## src/rtl/core/rtccal_pkg.sv

```systemverilog
`default_nettype none

package rtccal_pkg;

    typedef enum logic {
        OP_UPDATE = 1'b0,
        OP_SET    = 1'b1
    } op_t;

    // date and time loaded by a set request
    typedef struct packed {
        logic [15:0] year;
        logic [3:0]  month;
        logic [4:0]  day;
        logic [2:0]  weekday;
        logic [4:0]  hour;
        logic [5:0]  minute;
        logic [5:0]  second;
        logic [9:0]  millis;
    } set_fields_t;

    localparam logic [6:0] SEC_PER_MIN  = 7'd60;
    localparam logic [6:0] MIN_PER_HOUR = 7'd60;
    localparam logic [5:0] HOUR_PER_DAY = 6'd24;
    localparam logic [2:0] DAYS_PER_WEEK = 3'd7;
    localparam logic [9:0] MILLIS_PER_SEC = 10'd1000;
    localparam logic [3:0] MONTH_JAN = 4'd1;
    localparam logic [3:0] MONTH_DEC = 4'd12;
    localparam logic [15:0] YEAR_MAX = 16'hFFFF;

    // year mod 25 by reciprocal: q = (year * ceil(2^21 / 25)) >> 21, exact for 16-bit years
    localparam int          YEAR_RECIP_SHIFT = 21;
    localparam int          YEAR_Q_W         = 12;
    localparam int          YEAR_PROD_W      = YEAR_RECIP_SHIFT + YEAR_Q_W;
    localparam logic [16:0] YEAR_RECIP       = 17'd83887;
    localparam logic [4:0]  YEAR_MOD_LAST    = 5'd24;

    function automatic logic [4:0] month_length(input logic [3:0] month, input logic leap);
        logic [4:0] len;
        unique case (month)
            4'd1, 4'd3, 4'd5, 4'd7, 4'd8, 4'd10, 4'd12: len = 5'd31;
            4'd4, 4'd6, 4'd9, 4'd11:                    len = 5'd30;
            4'd2:    len = leap ? 5'd29 : 5'd28;
            default: len = 5'd0;
        endcase
        return len;
    endfunction

endpackage

`default_nettype wire

```

## src/rtl/core/rtccal_split.sv

```systemverilog
`default_nettype none

module rtccal_split #(
    parameter int TICKS_PER_SECOND_LOG2 = 15,
    localparam int FW = TICKS_PER_SECOND_LOG2,
    localparam int SW = 32 - TICKS_PER_SECOND_LOG2,
    localparam int DW = (SW > 17) ? SW - 16 : 1
) (
    input  logic                      aclk,
    input  logic                      aresetn,
    input  logic                      in_valid,
    output logic                      in_ready,
    input  logic                      operation,
    input  logic [31:0]               counter_value,
    input  rtccal_pkg::set_fields_t   set_in,
    output logic                      out_valid,
    input  logic                      out_ready,
    output logic                      out_op,
    output logic [FW-1:0]             out_frac,
    output logic [5:0]                out_d_sec,
    output logic [5:0]                out_d_min,
    output logic [4:0]                out_d_hour,
    output logic [DW-1:0]             out_d_day,
    output rtccal_pkg::set_fields_t   out_set,
    output logic [4:0]                out_year_mod
);

    // quotient widths: secs/60, secs/3600, secs/86400
    localparam int Q1W = SW - 5;
    localparam int Q2W = (SW > 12) ? SW - 11 : 1;

    // exact reciprocals: k = input width + ceil(log2 d), m = ceil(2^k / d)
    localparam int K1 = SW + 6;
    localparam int K2 = Q1W + 6;
    localparam int K3 = Q2W + 5;
    localparam longint unsigned M1_FULL = ((64'd1 << K1) + 64'd59) / 64'd60;
    localparam longint unsigned M2_FULL = ((64'd1 << K2) + 64'd59) / 64'd60;
    localparam longint unsigned M3_FULL = ((64'd1 << K3) + 64'd23) / 64'd24;
    localparam logic [SW:0]  M1 = M1_FULL[SW:0];
    localparam logic [Q1W:0] M2 = M2_FULL[Q1W:0];
    localparam logic [Q2W:0] M3 = M3_FULL[Q2W:0];
    localparam int P1W = K1 + Q1W;
    localparam int P2W = K2 + Q2W;
    localparam int P3W = K3 + DW;

    logic [31:0] last_reading_reg;

    logic v_a_reg, v_b_reg, v_c_reg, v_d_reg, v_e_reg;
    logic en_a, en_b, en_c, en_d, en_e;

    // stage a: gap since last reading
    logic                    a_op_reg;
    logic [31:0]             a_gap_reg;
    logic [31:0]             a_gap_next;
    rtccal_pkg::set_fields_t a_set_reg;

    // stage b: seconds / 60, year / 25
    logic                             b_op_reg;
    logic [SW-1:0]                    b_secs_reg;
    logic [FW-1:0]                    b_frac_reg;
    logic [Q1W-1:0]                   b_q60_reg;
    logic [Q1W-1:0]                   b_q60_next;
    logic [rtccal_pkg::YEAR_Q_W-1:0]  b_yq_reg;
    logic [rtccal_pkg::YEAR_Q_W-1:0]  b_yq_next;
    rtccal_pkg::set_fields_t          b_set_reg;
    logic [P1W-1:0]                   prod1;
    logic [rtccal_pkg::YEAR_PROD_W-1:0] prod_year;

    // stage c: second delta, minutes / 60, year mod 25
    logic                    c_op_reg;
    logic [FW-1:0]           c_frac_reg;
    logic [5:0]              c_d_sec_reg;
    logic [5:0]              c_d_sec_next;
    logic [Q1W-1:0]          c_q60_reg;
    logic [Q2W-1:0]          c_q3600_reg;
    logic [Q2W-1:0]          c_q3600_next;
    logic [4:0]              c_ymod_reg;
    logic [4:0]              c_ymod_next;
    rtccal_pkg::set_fields_t c_set_reg;
    logic [P2W-1:0]          prod2;
    logic [SW-1:0]           q60_ext;
    logic [SW-1:0]           q60_times60;
    logic [15:0]             yq_ext;

    // stage d: minute delta, hours / 24
    logic                    d_op_reg;
    logic [FW-1:0]           d_frac_reg;
    logic [5:0]              d_d_sec_reg;
    logic [5:0]              d_d_min_reg;
    logic [5:0]              d_d_min_next;
    logic [Q2W-1:0]          d_q3600_reg;
    logic [DW-1:0]           d_qd_reg;
    logic [DW-1:0]           d_qd_next;
    logic [4:0]              d_ymod_reg;
    rtccal_pkg::set_fields_t d_set_reg;
    logic [P3W-1:0]          prod3;
    logic [Q1W-1:0]          q3600_ext;
    logic [Q1W-1:0]          q3600_times60;

    // stage e: hour delta and whole days
    logic                    e_op_reg;
    logic [FW-1:0]           e_frac_reg;
    logic [5:0]              e_d_sec_reg;
    logic [5:0]              e_d_min_reg;
    logic [4:0]              e_d_hour_reg;
    logic [4:0]              e_d_hour_next;
    logic [DW-1:0]           e_d_day_reg;
    logic [4:0]              e_ymod_reg;
    rtccal_pkg::set_fields_t e_set_reg;
    logic [Q2W-1:0]          qd_ext;
    logic [Q2W-1:0]          hour_rem;

    assign en_e     = !v_e_reg || out_ready;
    assign en_d     = !v_d_reg || en_e;
    assign en_c     = !v_c_reg || en_d;
    assign en_b     = !v_b_reg || en_c;
    assign en_a     = !v_a_reg || en_b;
    assign in_ready = en_a;

    always_comb begin
        a_gap_next = counter_value - last_reading_reg;

        prod1      = P1W'(a_gap_reg[31:FW]) * P1W'(M1);
        b_q60_next = prod1[K1 +: Q1W];
        prod_year  = rtccal_pkg::YEAR_PROD_W'(a_set_reg.year)
                   * rtccal_pkg::YEAR_PROD_W'(rtccal_pkg::YEAR_RECIP);
        b_yq_next  = prod_year[rtccal_pkg::YEAR_RECIP_SHIFT +: rtccal_pkg::YEAR_Q_W];

        q60_ext      = SW'(b_q60_reg);
        q60_times60  = (q60_ext << 6) - (q60_ext << 2);
        c_d_sec_next = 6'(b_secs_reg - q60_times60);
        prod2        = P2W'(b_q60_reg) * P2W'(M2);
        c_q3600_next = prod2[K2 +: Q2W];
        yq_ext       = 16'(b_yq_reg);
        c_ymod_next  = 5'(b_set_reg.year - ((yq_ext << 4) + (yq_ext << 3) + yq_ext));

        q3600_ext     = Q1W'(c_q3600_reg);
        q3600_times60 = (q3600_ext << 6) - (q3600_ext << 2);
        d_d_min_next  = 6'(c_q60_reg - q3600_times60);
        prod3         = P3W'(c_q3600_reg) * P3W'(M3);
        d_qd_next     = prod3[K3 +: DW];

        qd_ext        = Q2W'(d_qd_reg);
        hour_rem      = d_q3600_reg - ((qd_ext << 4) + (qd_ext << 3));
        e_d_hour_next = 5'(hour_rem);
    end

    always_ff @(posedge aclk) begin
        if (!aresetn) begin
            v_a_reg          <= 1'b0;
            v_b_reg          <= 1'b0;
            v_c_reg          <= 1'b0;
            v_d_reg          <= 1'b0;
            v_e_reg          <= 1'b0;
            last_reading_reg <= 32'd0;
        end else begin
            if (en_a) begin
                v_a_reg <= in_valid;
            end
            if (en_b) begin
                v_b_reg <= v_a_reg;
            end
            if (en_c) begin
                v_c_reg <= v_b_reg;
            end
            if (en_d) begin
                v_d_reg <= v_c_reg;
            end
            if (en_e) begin
                v_e_reg <= v_d_reg;
            end
            if (in_valid && en_a) begin
                last_reading_reg <= counter_value;
            end
        end
    end

    always_ff @(posedge aclk) begin
        if (in_valid && en_a) begin
            a_op_reg  <= operation;
            a_gap_reg <= a_gap_next;
            a_set_reg <= set_in;
        end
        if (v_a_reg && en_b) begin
            b_op_reg   <= a_op_reg;
            b_secs_reg <= a_gap_reg[31:FW];
            b_frac_reg <= a_gap_reg[FW-1:0];
            b_q60_reg  <= b_q60_next;
            b_yq_reg   <= b_yq_next;
            b_set_reg  <= a_set_reg;
        end
        if (v_b_reg && en_c) begin
            c_op_reg    <= b_op_reg;
            c_frac_reg  <= b_frac_reg;
            c_d_sec_reg <= c_d_sec_next;
            c_q60_reg   <= b_q60_reg;
            c_q3600_reg <= c_q3600_next;
            c_ymod_reg  <= c_ymod_next;
            c_set_reg   <= b_set_reg;
        end
        if (v_c_reg && en_d) begin
            d_op_reg    <= c_op_reg;
            d_frac_reg  <= c_frac_reg;
            d_d_sec_reg <= c_d_sec_reg;
            d_d_min_reg <= d_d_min_next;
            d_q3600_reg <= c_q3600_reg;
            d_qd_reg    <= d_qd_next;
            d_ymod_reg  <= c_ymod_reg;
            d_set_reg   <= c_set_reg;
        end
        if (v_d_reg && en_e) begin
            e_op_reg     <= d_op_reg;
            e_frac_reg   <= d_frac_reg;
            e_d_sec_reg  <= d_d_sec_reg;
            e_d_min_reg  <= d_d_min_reg;
            e_d_hour_reg <= e_d_hour_next;
            e_d_day_reg  <= d_qd_reg;
            e_ymod_reg   <= d_ymod_reg;
            e_set_reg    <= d_set_reg;
        end
    end

    assign out_valid    = v_e_reg;
    assign out_op       = e_op_reg;
    assign out_frac     = e_frac_reg;
    assign out_d_sec    = e_d_sec_reg;
    assign out_d_min    = e_d_min_reg;
    assign out_d_hour   = e_d_hour_reg;
    assign out_d_day    = e_d_day_reg;
    assign out_set      = e_set_reg;
    assign out_year_mod = e_ymod_reg;

endmodule

`default_nettype wire

```

## src/rtl/core/rtccal_calendar.sv

```systemverilog
`default_nettype none

module rtccal_calendar #(
    parameter int TICKS_PER_SECOND_LOG2 = 15,
    localparam int FW = TICKS_PER_SECOND_LOG2,
    localparam int SW = 32 - TICKS_PER_SECOND_LOG2,
    localparam int DW = (SW > 17) ? SW - 16 : 1
) (
    input  logic                    aclk,
    input  logic                    aresetn,
    input  logic                    in_valid,
    output logic                    in_ready,
    input  logic                    op,
    input  logic [FW-1:0]           frac_gap,
    input  logic [5:0]              d_sec,
    input  logic [5:0]              d_min,
    input  logic [4:0]              d_hour,
    input  logic [DW-1:0]           d_day,
    input  rtccal_pkg::set_fields_t set_in,
    input  logic [4:0]              set_year_mod,
    output logic                    out_valid,
    input  logic                    out_ready,
    output logic [15:0]             year_out,
    output logic [3:0]              month_out,
    output logic [4:0]              day_out,
    output logic [2:0]              weekday_out,
    output logic [4:0]              hour_out,
    output logic [5:0]              minute_out,
    output logic [5:0]              second_out,
    output logic [9:0]              millis_out
);

    // day and weekday sums hold the old value, a carry and up to 2^DW - 1 days
    localparam int CW = ((DW > 5) ? DW : 5) + 2;

    logic            out_valid_reg;
    logic [FW-1:0]   tick_fraction_reg;
    logic [15:0]     year_reg;
    logic [4:0]      year_mod_reg;
    logic [3:0]      month_reg;
    logic [4:0]      day_reg;
    logic [2:0]      weekday_reg;
    logic [4:0]      hour_reg;
    logic [5:0]      minute_reg;
    logic [5:0]      second_reg;
    logic [9:0]      millis_reg;

    logic [FW-1:0]   tick_fraction_next;
    logic [15:0]     year_next;
    logic [4:0]      year_mod_next;
    logic [3:0]      month_next;
    logic [4:0]      day_next;
    logic [2:0]      weekday_next;
    logic [4:0]      hour_next;
    logic [5:0]      minute_next;
    logic [5:0]      second_next;
    logic [9:0]      millis_next;

    logic            step;
    logic [FW:0]     frac_sum;
    logic [FW+9:0]   millis_prod;
    logic [6:0]      sec_sum;
    logic [6:0]      sec_fix;
    logic            sec_carry;
    logic [6:0]      min_sum;
    logic [6:0]      min_fix;
    logic            min_carry;
    logic [5:0]      hour_sum;
    logic [5:0]      hour_fix;
    logic            hour_carry;
    logic [CW-1:0]   wd_sum;
    logic [CW-1:0]   wd_fix;
    logic [CW-1:0]   day_sum;
    logic [CW-1:0]   day_fix;
    logic            leap;
    logic [4:0]      mlen;
    logic            roll;
    logic            year_roll;

    assign in_ready = !out_valid_reg || out_ready;
    assign step     = in_valid && in_ready;

    always_comb begin
        frac_sum           = {1'b0, tick_fraction_reg} + {1'b0, frac_gap};
        tick_fraction_next = frac_sum[FW-1:0];
        millis_prod        = (FW + 10)'(tick_fraction_next)
                           * (FW + 10)'(rtccal_pkg::MILLIS_PER_SEC);
        millis_next        = millis_prod[FW +: 10];

        sec_sum     = 7'(second_reg) + 7'(frac_sum[FW]) + 7'(d_sec);
        sec_carry   = (sec_sum >= rtccal_pkg::SEC_PER_MIN);
        sec_fix     = sec_carry ? sec_sum - rtccal_pkg::SEC_PER_MIN : sec_sum;
        second_next = sec_fix[5:0];

        min_sum     = 7'(minute_reg) + 7'(sec_carry) + 7'(d_min);
        min_carry   = (min_sum >= rtccal_pkg::MIN_PER_HOUR);
        min_fix     = min_carry ? min_sum - rtccal_pkg::MIN_PER_HOUR : min_sum;
        minute_next = min_fix[5:0];

        hour_sum    = 6'(hour_reg) + 6'(min_carry) + 6'(d_hour);
        hour_carry  = (hour_sum >= rtccal_pkg::HOUR_PER_DAY);
        hour_fix    = hour_carry ? hour_sum - rtccal_pkg::HOUR_PER_DAY : hour_sum;
        hour_next   = hour_fix[4:0];

        // weekday reduced once only
        wd_sum       = CW'(weekday_reg) + CW'(hour_carry) + CW'(d_day);
        wd_fix       = (wd_sum > CW'(rtccal_pkg::DAYS_PER_WEEK))
                     ? wd_sum - CW'(rtccal_pkg::DAYS_PER_WEEK) : wd_sum;
        weekday_next = wd_fix[2:0];

        // gregorian: divisible by 4, and not by 100 unless by 400 (mod 16 and mod 25)
        leap = (year_reg[1:0] == 2'd0) && ((year_mod_reg != 5'd0) || (year_reg[3:0] == 4'd0));
        mlen = rtccal_pkg::month_length(month_reg, leap);

        day_sum  = CW'(day_reg) + CW'(hour_carry) + CW'(d_day);
        roll     = (mlen != 5'd0) && (day_sum > CW'(mlen));
        day_fix  = roll ? day_sum - CW'(mlen) : day_sum;
        day_next = day_fix[4:0];

        year_roll = roll && (month_reg == rtccal_pkg::MONTH_DEC);
        if (year_roll) begin
            month_next = rtccal_pkg::MONTH_JAN;
        end else if (roll) begin
            month_next = month_reg + 4'd1;
        end else begin
            month_next = month_reg;
        end
        year_next = year_roll ? year_reg + 16'd1 : year_reg;
        if (!year_roll) begin
            year_mod_next = year_mod_reg;
        end else if ((year_reg == rtccal_pkg::YEAR_MAX)
                     || (year_mod_reg == rtccal_pkg::YEAR_MOD_LAST)) begin
            year_mod_next = 5'd0;
        end else begin
            year_mod_next = year_mod_reg + 5'd1;
        end
    end

    always_ff @(posedge aclk) begin
        if (!aresetn) begin
            out_valid_reg     <= 1'b0;
            tick_fraction_reg <= '0;
            year_reg          <= 16'd0;
            year_mod_reg      <= 5'd0;
            month_reg         <= 4'd1;
            day_reg           <= 5'd1;
            weekday_reg       <= 3'd1;
            hour_reg          <= 5'd0;
            minute_reg        <= 6'd0;
            second_reg        <= 6'd0;
            millis_reg        <= 10'd0;
        end else begin
            if (in_ready) begin
                out_valid_reg <= in_valid;
            end
            if (step && (op == rtccal_pkg::OP_SET)) begin
                year_reg     <= set_in.year;
                year_mod_reg <= set_year_mod;
                month_reg    <= set_in.month;
                day_reg      <= set_in.day;
                weekday_reg  <= set_in.weekday;
                hour_reg     <= set_in.hour;
                minute_reg   <= set_in.minute;
                second_reg   <= set_in.second;
                millis_reg   <= set_in.millis;
            end else if (step) begin
                tick_fraction_reg <= tick_fraction_next;
                year_reg          <= year_next;
                year_mod_reg      <= year_mod_next;
                month_reg         <= month_next;
                day_reg           <= day_next;
                weekday_reg       <= weekday_next;
                hour_reg          <= hour_next;
                minute_reg        <= minute_next;
                second_reg        <= second_next;
                millis_reg        <= millis_next;
            end
        end
    end

    assign out_valid   = out_valid_reg;
    assign year_out    = year_reg;
    assign month_out   = month_reg;
    assign day_out     = day_reg;
    assign weekday_out = weekday_reg;
    assign hour_out    = hour_reg;
    assign minute_out  = minute_reg;
    assign second_out  = second_reg;
    assign millis_out  = millis_reg;

    // a good time of day stays good across an update: catches a bad delta split
    a_time_stays_valid: assert property (@(posedge aclk) disable iff (!aresetn)
        step && (op == rtccal_pkg::OP_UPDATE) && (second_reg < 6'd60)
            && (minute_reg < 6'd60) && (hour_reg < 5'd24)
        |=> (second_reg < 6'd60) && (minute_reg < 6'd60) && (hour_reg < 5'd24))
        else $error("time of day left its range after an update");

    a_millis_range: assert property (@(posedge aclk) disable iff (!aresetn)
        step && (op == rtccal_pkg::OP_UPDATE) |=> (millis_reg < 10'd1000))
        else $error("millis out of range after an update");

    a_set_keeps_fraction: assert property (@(posedge aclk) disable iff (!aresetn)
        step && (op == rtccal_pkg::OP_SET) |=> $stable(tick_fraction_reg))
        else $error("set request changed the tick fraction");

    a_held_while_waiting: assert property (@(posedge aclk) disable iff (!aresetn)
        out_valid_reg && !out_ready
        |=> $stable({year_reg, month_reg, day_reg, weekday_reg, tick_fraction_reg}))
        else $error("calendar moved while a result was waiting");

    a_month_roll_valid: assert property (@(posedge aclk) disable iff (!aresetn)
        step && (op == rtccal_pkg::OP_UPDATE) && (month_reg >= 4'd1) && (month_reg <= 4'd12)
        |=> (month_reg >= 4'd1) && (month_reg <= 4'd12))
        else $error("month rollover produced an invalid month");

endmodule

`default_nettype wire

```

## src/rtl/core/rtc_tick_calendar_update_top.sv

```systemverilog
`default_nettype none

// calendar clock driven by a free-running 32-bit tick counter at
// 2^TICKS_PER_SECOND_LOG2 ticks per second. each request carries a counter reading;
// a set request loads date, time and millis and records the reading, an update
// request adds the elapsed time (counter difference mod 2^32) to the calendar with
// one carry per unit and at most one month rollover (gregorian leap rule). every
// request returns one result: the date and time after it. a set leaves the
// sub-second tick fraction alone; millis on update come from that fraction.
// throughput is one request per clock while m_ready takes each result: the
// elapsed-time split into days, hours, minutes and seconds runs in a pipeline of
// constant-reciprocal multipliers that does not depend on the calendar, and only the
// carry and rollover step closes a loop on the calendar registers. a request
// passes split stages a to e and then the calendar registers, which are the
// result register, so they freeze while m_valid waits on m_ready; earlier pipeline
// stages keep filling, so requests are still taken until the pipeline is full. no
// clearing pass after reset: the block is ready on the first cycle out of reset.

module rtc_tick_calendar_update_top #(
    parameter int TICKS_PER_SECOND_LOG2 = 15
) (
    input  logic        aclk,
    input  logic        aresetn,

    input  logic        s_valid,
    output logic        s_ready,
    input  logic        s_operation,
    input  logic [31:0] s_counter_value,
    input  logic [15:0] s_new_year,
    input  logic [3:0]  s_new_month,
    input  logic [4:0]  s_new_day,
    input  logic [2:0]  s_new_weekday,
    input  logic [4:0]  s_new_hour,
    input  logic [5:0]  s_new_minute,
    input  logic [5:0]  s_new_second,
    input  logic [9:0]  s_new_millis,

    output logic        m_valid,
    input  logic        m_ready,
    output logic [15:0] m_year_out,
    output logic [3:0]  m_month_out,
    output logic [4:0]  m_day_out,
    output logic [2:0]  m_weekday_out,
    output logic [4:0]  m_hour_out,
    output logic [5:0]  m_minute_out,
    output logic [5:0]  m_second_out,
    output logic [9:0]  m_millis_out
);

    localparam int FW = TICKS_PER_SECOND_LOG2;
    localparam int SW = 32 - TICKS_PER_SECOND_LOG2;
    localparam int DW = (SW > 17) ? SW - 16 : 1;

    // set fields of the incoming request
    rtccal_pkg::set_fields_t set_in;

    // split pipeline to calendar update
    logic                    split_valid;
    logic                    split_ready;
    logic                    split_op;
    logic [FW-1:0]           split_frac;
    logic [5:0]              split_d_sec;
    logic [5:0]              split_d_min;
    logic [4:0]              split_d_hour;
    logic [DW-1:0]           split_d_day;
    rtccal_pkg::set_fields_t split_set;
    logic [4:0]              split_year_mod;

    always_comb begin
        set_in.year    = s_new_year;
        set_in.month   = s_new_month;
        set_in.day     = s_new_day;
        set_in.weekday = s_new_weekday;
        set_in.hour    = s_new_hour;
        set_in.minute  = s_new_minute;
        set_in.second  = s_new_second;
        set_in.millis  = s_new_millis;
    end

    // elapsed-time split: gap, then /60, /3600, /86400 remainders
    rtccal_split #(
        .TICKS_PER_SECOND_LOG2(TICKS_PER_SECOND_LOG2)
    ) u_split (
        .aclk          (aclk),
        .aresetn       (aresetn),
        .in_valid      (s_valid),
        .in_ready      (s_ready),
        .operation     (s_operation),
        .counter_value (s_counter_value),
        .set_in        (set_in),
        .out_valid     (split_valid),
        .out_ready     (split_ready),
        .out_op        (split_op),
        .out_frac      (split_frac),
        .out_d_sec     (split_d_sec),
        .out_d_min     (split_d_min),
        .out_d_hour    (split_d_hour),
        .out_d_day     (split_d_day),
        .out_set       (split_set),
        .out_year_mod  (split_year_mod)
    );

    // calendar registers, carries and month rollover
    rtccal_calendar #(
        .TICKS_PER_SECOND_LOG2(TICKS_PER_SECOND_LOG2)
    ) u_calendar (
        .aclk         (aclk),
        .aresetn      (aresetn),
        .in_valid     (split_valid),
        .in_ready     (split_ready),
        .op           (split_op),
        .frac_gap     (split_frac),
        .d_sec        (split_d_sec),
        .d_min        (split_d_min),
        .d_hour       (split_d_hour),
        .d_day        (split_d_day),
        .set_in       (split_set),
        .set_year_mod (split_year_mod),
        .out_valid    (m_valid),
        .out_ready    (m_ready),
        .year_out     (m_year_out),
        .month_out    (m_month_out),
        .day_out      (m_day_out),
        .weekday_out  (m_weekday_out),
        .hour_out     (m_hour_out),
        .minute_out   (m_minute_out),
        .second_out   (m_second_out),
        .millis_out   (m_millis_out)
    );

endmodule

`default_nettype wire
```

## config.mk

```make
export PLATFORM = sky130hd
export DESIGN_NAME = rtc_tick_calendar_update_top
export DESIGN_NICKNAME = d
export VERILOG_FILES = /design/src/rtl/core/rtccal_pkg.sv /design/src/rtl/core/rtccal_split.sv /design/src/rtl/core/rtccal_calendar.sv /design/src/rtl/core/rtc_tick_calendar_update_top.sv
export SDC_FILE = /design/constraint.sdc
export NUM_CORES = 1
export LEC_CHECK = 0
export ABC_AREA = 1
export CAP_MARGIN = 20
export CORE_MARGIN = 2
export CORE_UTILIZATION = 60
export CTS_BUF_LIST = sky130_fd_sc_hd__clkbuf_4
export CTS_CLUSTER_DIAMETER = 200
export DETAILED_ROUTE_END_ITERATION = 12
export DONT_BUFFER_PORTS = 1
export GPL_TIMING_DRIVEN = 0
export MAX_ROUTING_LAYER = met4
export PLACE_DENSITY_LB_ADDON = 0.05
export SETUP_SLACK_MARGIN = 0.05
export SYNTH_ARGS = -nofsm -noshare
export SYNTH_HDL_FRONTEND = slang
export SYNTH_HIERARCHICAL = 1
export SYNTH_SLANG_ARGS = --single-unit
```

## constraint.sdc

```tcl
create_clock -name aclk -period 25.6 [get_ports aclk]
set_input_delay 2.56 -clock aclk [delete_from_list [all_inputs] [get_ports aclk]]
set_output_delay 2.56 -clock aclk [all_outputs]
set_load 0.02 [all_outputs]
```

==> flow_metrics.tcl, run 1 <==
set metrics [dict create \
    cpMostUsedCell "nand2_1" \
    hold_violations 0 \
    numPortBuffers 0 \
    rsz0062_at_grt "no" \
    top_layer "met4" \
    firstDrtPassIters 6 \
    die_h_um 254 \
    totalWireLength_um 84100 \
    routedWlPerCell_um 17.0 \
    drt-initial-drc-count 1618 \
    ir_drop_mv 0.107 \
    overflow 0 \
    fin_skew_ns 0.0768 \
    clkTransAtPathRegs_ns 0.06 \
    fmax_ghz 0.101 \
    pre_cts_ws_ns 15.95 \
    rr_startpoint "u_split/out_frac[10]" \
    worstReg2RegEnd "u_calendar/year_mod_reg[3]" \
    cp_slowest_cell "fa_1" \
    crit_arrival_ns 10.67 \
    cts.sinks 577 \
    grt_pass1_vias 26400 \
    crit_type "reg2reg" \
    cts_tree "yes" \
    cts_buffers 148 \
    fillers 5104 \
    place_congestion 0.947 \
    mostFrequentLayoutCells "802 x nand2_1, 757 x inv_1, 464 x edfxtp_1" \
    hold_class "reg2reg" \
    powerDensity_nw_per_um2 112 \
    rows 91 \
    wl_met1_um 36500 \
    routed_via_density 5.25 \
    clockRootBuffer "clkbuf_4" \
    dp_hpwl_um 67300 \
    p_leak_nw 19.5 \
    cts_max_level 4 \
    track_usage 0.276 \
    status "completed" \
    final_common_cell "nand2_1" \
    startpoint_type "register" \
    yosysUniqueCellTypes 53 \
    area_growth_pct 8.50 \
    slew_headroom 0.397 \
    synth_warnings 6 \
    tightest_slew_ns 0.902 \
    postCtsSetupBuffers 0 \
    hold_buffers 0 \
    maxCapViolCount 0 \
    core_um2 61800 \
    postSynthAreaPerCell_um2 9.83 \
    drive_above_1_share 0.0824 \
    drv_slew 0 \
    wl_met3_um 5130 \
    ys_ff_latch 577 \
    crit_required_ns 26.41 \
    min_from "u_split/d_d_sec_reg[5]" \
    reg2regPathDepth 56 \
    whs_path_depth 0 \
    ant_nets 0 \
    start_util 0.607 \
    routed-wl-met2_um 39900 \
    die-area_um2 64600 \
    slowest_delay_ns 0.48 \
    syn_nets 4558 \
    grt_pass1_wl_um 134000 \
    crit_path_end_kind "register" \
    fp.dieW_um 254 \
    seqCellArea_um2 16200 \
    setup_slack_ns 15.74 \
    synth_cells 3818 \
    synth_area_um2 37500 \
    antenna_found_initial 5 \
    drc 0 \
    period_minus_slack_ns 9.86 \
    fin_setup_tns_ns 0 \
    ctsResizeCount 0 \
    finalSetupViolCount 0 \
    finalCritPeriodShare 0.385 \
    ioPinCount 149 \
    multi_input_area_um2 18200 \
    ys_seq_area_frac 0.431 \
    r2r_setup_slack_ns 15.74 \
    cts_buffer_depth 3 \
    holdPathEnd "u_split/out_d_sec[5]" \
    clk_latency_ns 0.96 \
    grt_max_degree 61 \
    nets 4716 \
    vias 25900 \
    critPathMaxFanout 10 \
]
-- cell families (layout without fill, tap and decap cells) --
family | count (synthesis) | after routing | share of synthesized area
compound gates | 419 | 419 | 0.0643
buf+inv | 805 | 1078 | 0.0835
simple gates | 1287 | 1287 | 0.145
fa+ha+maj | 648 | 648 | 0.257
xor+xnor | 82 | 82 | 0.0191
flops | 577 | 577 | 0.431
other cells | 0 | 5 | 0
-- routing by layer --
| layer | track usage | vias up |
|---|---|---|
| li1 | - | 12900 |
| met1 | 0.347 | 12100 |
| met2 | 0.444 | 732 |
| met3 | 0.0531 | 154 |
| met4 | 0.107 | 0 |
| met5 | - | - |
-- synth_stat cells (all sizes together) --
master	count	area, um2
o21bai	23	173
or2	6	37.5
o211ai	14	105
fa	205	4100
dfxtp	113	2260
xnor2	25	219
a21boi	6	45.0
nand4	38	238
nor3b	2	20.0
nand3	156	826
nor4	4	25.0
o21ai	126	634
nand3b	8	60.1
xor2	57	499
o21a	5	37.5
and2	5	31.3
o31ai	2	15.0
a22o	5	43.8
a21o	12	90.1
buf	10	116
nor3	35	200
a21oi	216	1200
ha	443	5540
a31oi	5	31.3
edfxtp	464	13900
nand2	818	3150
nor2	212	818
and3	3	18.8
a211oi	2	15.0
clkbuf	31	146
inv	763	2870
clkinv	1	3.75
o221ai	2	17.5
o31a	1	8.76
-- where the power goes --
group	internal [mW]	leakage, nW	switching, mW
clock	0.416	1.14	0.370
sequential	1.12	5.23	0.0466
combinational	0.979	13.2	1.62
-- per-stage QoR --
| stage | instances | hold WS (ns) | instance area, um2 | power (mW) | utilization |
|---|---|---|---|---|---|
| after detailed placement | 4663 | 0.405 | 38800 | 3.77 | 0.627 |
| after floorplan | 3818 | 0.400 | 37500 | 3.13 | - |
| after global routing | 4933 | 0.365 | 40700 | 5.08 | 0.659 |
| final | 4933 | 0.360 | 40700 | 4.55 | 0.659 |
| after CTS | 4928 | 0.359 | 40700 | 4.59 | 0.659 |
| after global placement | 4655 | 0.401 | 38600 | 3.73 | 0.624 |
-- final cells by class --
cell class,count,share of cell area
Inverter,764,0.0707
Buffer,41,0.00645
Sequential cell,577,0.398
Clock inverter,53,0.00823
Tap cell,837,0.0257
Timing Repair Buffer,8,0.00449
Clock buffer,212,0.0391
Antenna cell,5,0.000307
Multi-Input combinational cell,2436,0.447
-- worst max-delay path by stage --
stage                         start                    endpoint  cells past startpoint
2_1_floorplan   u_split/out_frac[2]  u_calendar/year_mod_reg[3]                     57
3_3_place_gp                m_ready        u_split/b_set_reg[7]                      6
3_5_place_dp    u_split/out_frac[2]      u_calendar/year_out[5]                     57
4_1_cts        u_split/out_frac[10]  u_calendar/year_mod_reg[3]                     56
5_1_grt        u_split/out_frac[10]  u_calendar/year_mod_reg[3]                     56
6_report       u_split/out_frac[10]  u_calendar/year_mod_reg[3]                     56
-- critical path, delay by kind of cell, from the launching register on --
family	cells	cell delay, ns
AO/OA/AOI/OAI	8	1.17
adder cells (fa/ha/maj)	11	3.72
buffers and inverters	8	0.81
AND/OR/NAND/NOR	26	3.02
XOR/XNOR	3	0.65
flip-flops	1	0.38
(Power assumes the default switching activity.)
==> inputs of run 2 (changes only) <==
--- a/config.mk
+++ b/config.mk
@@ -5,7 +5,7 @@
 export SDC_FILE = /design/constraint.sdc
 export NUM_CORES = 1
 export LEC_CHECK = 0
-export ABC_AREA = 1
+export ABC_AREA = 0
 export CAP_MARGIN = 20
 export CORE_MARGIN = 2
 export CORE_UTILIZATION = 60
==> constraint.sdc (replaced) <==
create_clock -name aclk -period 7.9 [get_ports aclk]
set_input_delay 0.79 -clock aclk [delete_from_list [all_inputs] [get_ports aclk]]
set_output_delay 0.79 -clock aclk [all_outputs]
set_load 0.02 [all_outputs]
==> flow_metrics.tcl, run 2 <==
set metrics [dict create \
    powerDensity_nw_per_um2 310 \
    overflow 0 \
    ant_nets 0 \
    multi_input_area_um2 17000 \
    synth_edf_count 464 \
    vias 22200 \
    crit_arrival_ns 10.24 \
    area_growth_pct 14.7 \
    ys_seq_area_frac 0.469 \
    core_um2 56600 \
    hold_class "in2reg" \
    seqCellArea_um2 16200 \
    status "finished with violations" \
    finalSetupViolCount 33 \
    start_util 0.610 \
    critical_path.top_delay_family "compound AO/OA/AOI/OAI gates" \
    tightest_slew_ns 1.31 \
    cts.sinks 577 \
    fin_skew_ns 0.0638 \
    clockRootBuffer "clkbuf_4" \
    track_usage 0.270 \
    grt_pass1_wl_um 121000 \
    routedWlPerCell_um 18.6 \
    synthTopCellsByArea "edfxtp_1 40%, ha_1 16%, fa_1 12%, dfxtp_1 6.6%, inv_1 5.1%" \
    rsz0062_at_grt "yes" \
    fp.dieW_um 244 \
    cts_max_level 4 \
    synth_most_common_cell "inv_1" \
    netlist.area_leader.share 0.404 \
    dp_hpwl_um 55500 \
    drive_above_1_share 0.133 \
    syn_nets 3579 \
    cts_buffers 148 \
    die-area_um2 59500 \
    finalCritPeriodShare 1.19 \
    maxCapViolCount 0 \
    ys_top_cells_by_count "467 x inv_1, 464 x edfxtp_1, 443 x ha_1" \
    slew_headroom 0.118 \
    crit_buf_inv 6 \
    timing.hold.ws_ns 0.235 \
    critPathMaxFanout 5 \
    startpoint_type "register" \
    period_minus_slack_ns 9.40 \
    nets 3875 \
    ir_drop_mv 0.643 \
    routed_via_density 5.52 \
    ioPinCount 149 \
    numPortBuffers 0 \
    ys.flop_type "edfxtp_1" \
    p_leak_nw 17.0 \
    firstDrtPassIters 5 \
    fmax_ghz 0.106 \
    final_common_cell "edfxtp_1" \
    fillers 4139 \
    die_h_um 244 \
    crit_type "reg2reg" \
    cts_buffer_depth 3 \
    rows 87 \
    drv_slew 0 \
    drt-initial-drc-count 1215 \
    ys_ff_latch 577 \
    violations "setup timing" \
    antenna_found_initial 6 \
    synth_cells 2839 \
    crit_required_ns 8.74 \
    grt_pass1_vias 23600 \
    synth_top_area_cell "edfxtp_1" \
    postSynthAreaPerCell_um2 12.2 \
    totalPowerFinal_mw 12.3 \
    synth_area_um2 34500 \
    setup_slack_ns -1.50 \
    yosysUniqueCellTypes 83 \
    cts_tree "yes" \
    slowest_delay_ns 0.42 \
    clkTransAtPathRegs_ns 0.06 \
    synth_warnings 6 \
    totalWireLength_um 74500 \
    ys_async_sr_fraction 0 \
    mostFrequentLayoutCells "464 x edfxtp_1, 461 x inv_1, 431 x ha_1" \
    grt_max_degree 39 \
    hold_violations 0 \
    crit_path_end_kind "register" \
    drc 0 \
    cp_slowest_cell "edfxtp_1" \
    place_congestion 0.924 \
    clk_latency_ns 0.97 \
    cpMostUsedCell "fa_2" \
]
## run 2: cell types whose count changed after synthesis, sizes merged, moves of 23 or more
cell	delta
nand2	-642
inv	-296
nor2	-123
nand3	-107
a21oi	-74
xnor2	+54
a21boi	+34
a211oi	+31
a21o	+26
and3	+23
## run 2: report_power, final
group / switching, mW / internal (mW) / total [mW] / leakage, nW
Sequential: 0.149 / 3.59 / 3.74 / 5.22
Combinational: 3.30 / 2.68 / 5.98 / 10.6
Clock: 1.21 / 1.34 / 2.55 / 1.15
## run 2: cells by family (layout without fill, tap and decap cells)
kind of cell,Yosys count,in the layout,share of synthesized area
multiplexers,15,15,0.00439
XOR/XNOR,122,122,0.0312
other,0,9,0
adder cells (fa/ha/maj),648,648,0.279
buffers and inverters,513,925,0.0564
flip-flops,577,577,0.469
AO/OA/AOI/OAI,497,497,0.0957
AND/OR/NAND/NOR,467,467,0.0639
## run 2: timing repair
item / CTS / global route
gates resized for setup: 55 / 23
pin swaps: 36 / 25
hold buffers: 89 / 0
gates cloned: 1 / 0
endpoints found under the hold margin: 89 / 0
setup endpoints to repair: 33 / 33
buffers inserted: 28 / 14
## run 2: path summary, 6_finish.rpt
check                                             endpoint                   from  slack [ns]  depth (start not counted)
worst max-delay path            u_calendar/year_mod_reg[4]    u_split/out_frac[6]       -1.50                         44
worst min register to register     u_split/out_year_mod[2]  u_split/d_ymod_reg[2]        0.38                          0
worst min-delay path                 u_split/a_gap_reg[13]    s_counter_value[13]        0.24                          2
worst max register to register  u_calendar/year_mod_reg[4]    u_split/out_frac[6]       -1.50                         44
## run 2: routing by layer
metal  global-route usage  up-vias  part of all wire  wire length (um)
met1                0.327    10800              0.42             31100
met5                    -        -                 0                 0
met3               0.0671      149             0.066              4930
met4                0.103        0             0.028              2120
met2                0.438      598              0.49             36400
li1                     -    10600                 -                 -
## run 2: stage by stage
step | std cells | TNS (ns) | worst slack (ns) | cell area, um2 | utilization
detailed placement | 3609 | -66.46 | -2.31 | 36000 | 0.636
CTS | 3993 | -40.30 | -1.42 | 39300 | 0.695
finish | 4016 | -43.29 | -1.50 | 39600 | 0.699
global placement | 3595 | -241.56 | -2.21 | 35700 | 0.630
floorplan | 2839 | -30.56 | -1.21 | 34700 | -
global route | 4016 | -55.44 | -1.87 | 39600 | 0.699
## run 2: final cells by class
type | count | share of cell area
timing repair buffer | 146 | 0.0393
tap | 756 | 0.0239
buffer | 45 | 0.00480
clock buffer | 224 | 0.0425
inverter | 468 | 0.0444
sequential | 577 | 0.409
clock inverter | 42 | 0.00626
antenna | 9 | 0.000569
multi-input combinational | 1749 | 0.429
## run 2: worst register-to-register path, delay by kind of cell, from the launching register on
kind	cells	cell delay, ns
compound gates	23	4.10
fa+ha+maj	10	3.06
buf+inv	6	0.60
simple gates	2	0.57
flops	1	0.42
xor+xnor	2	0.27
mux	1	0.27
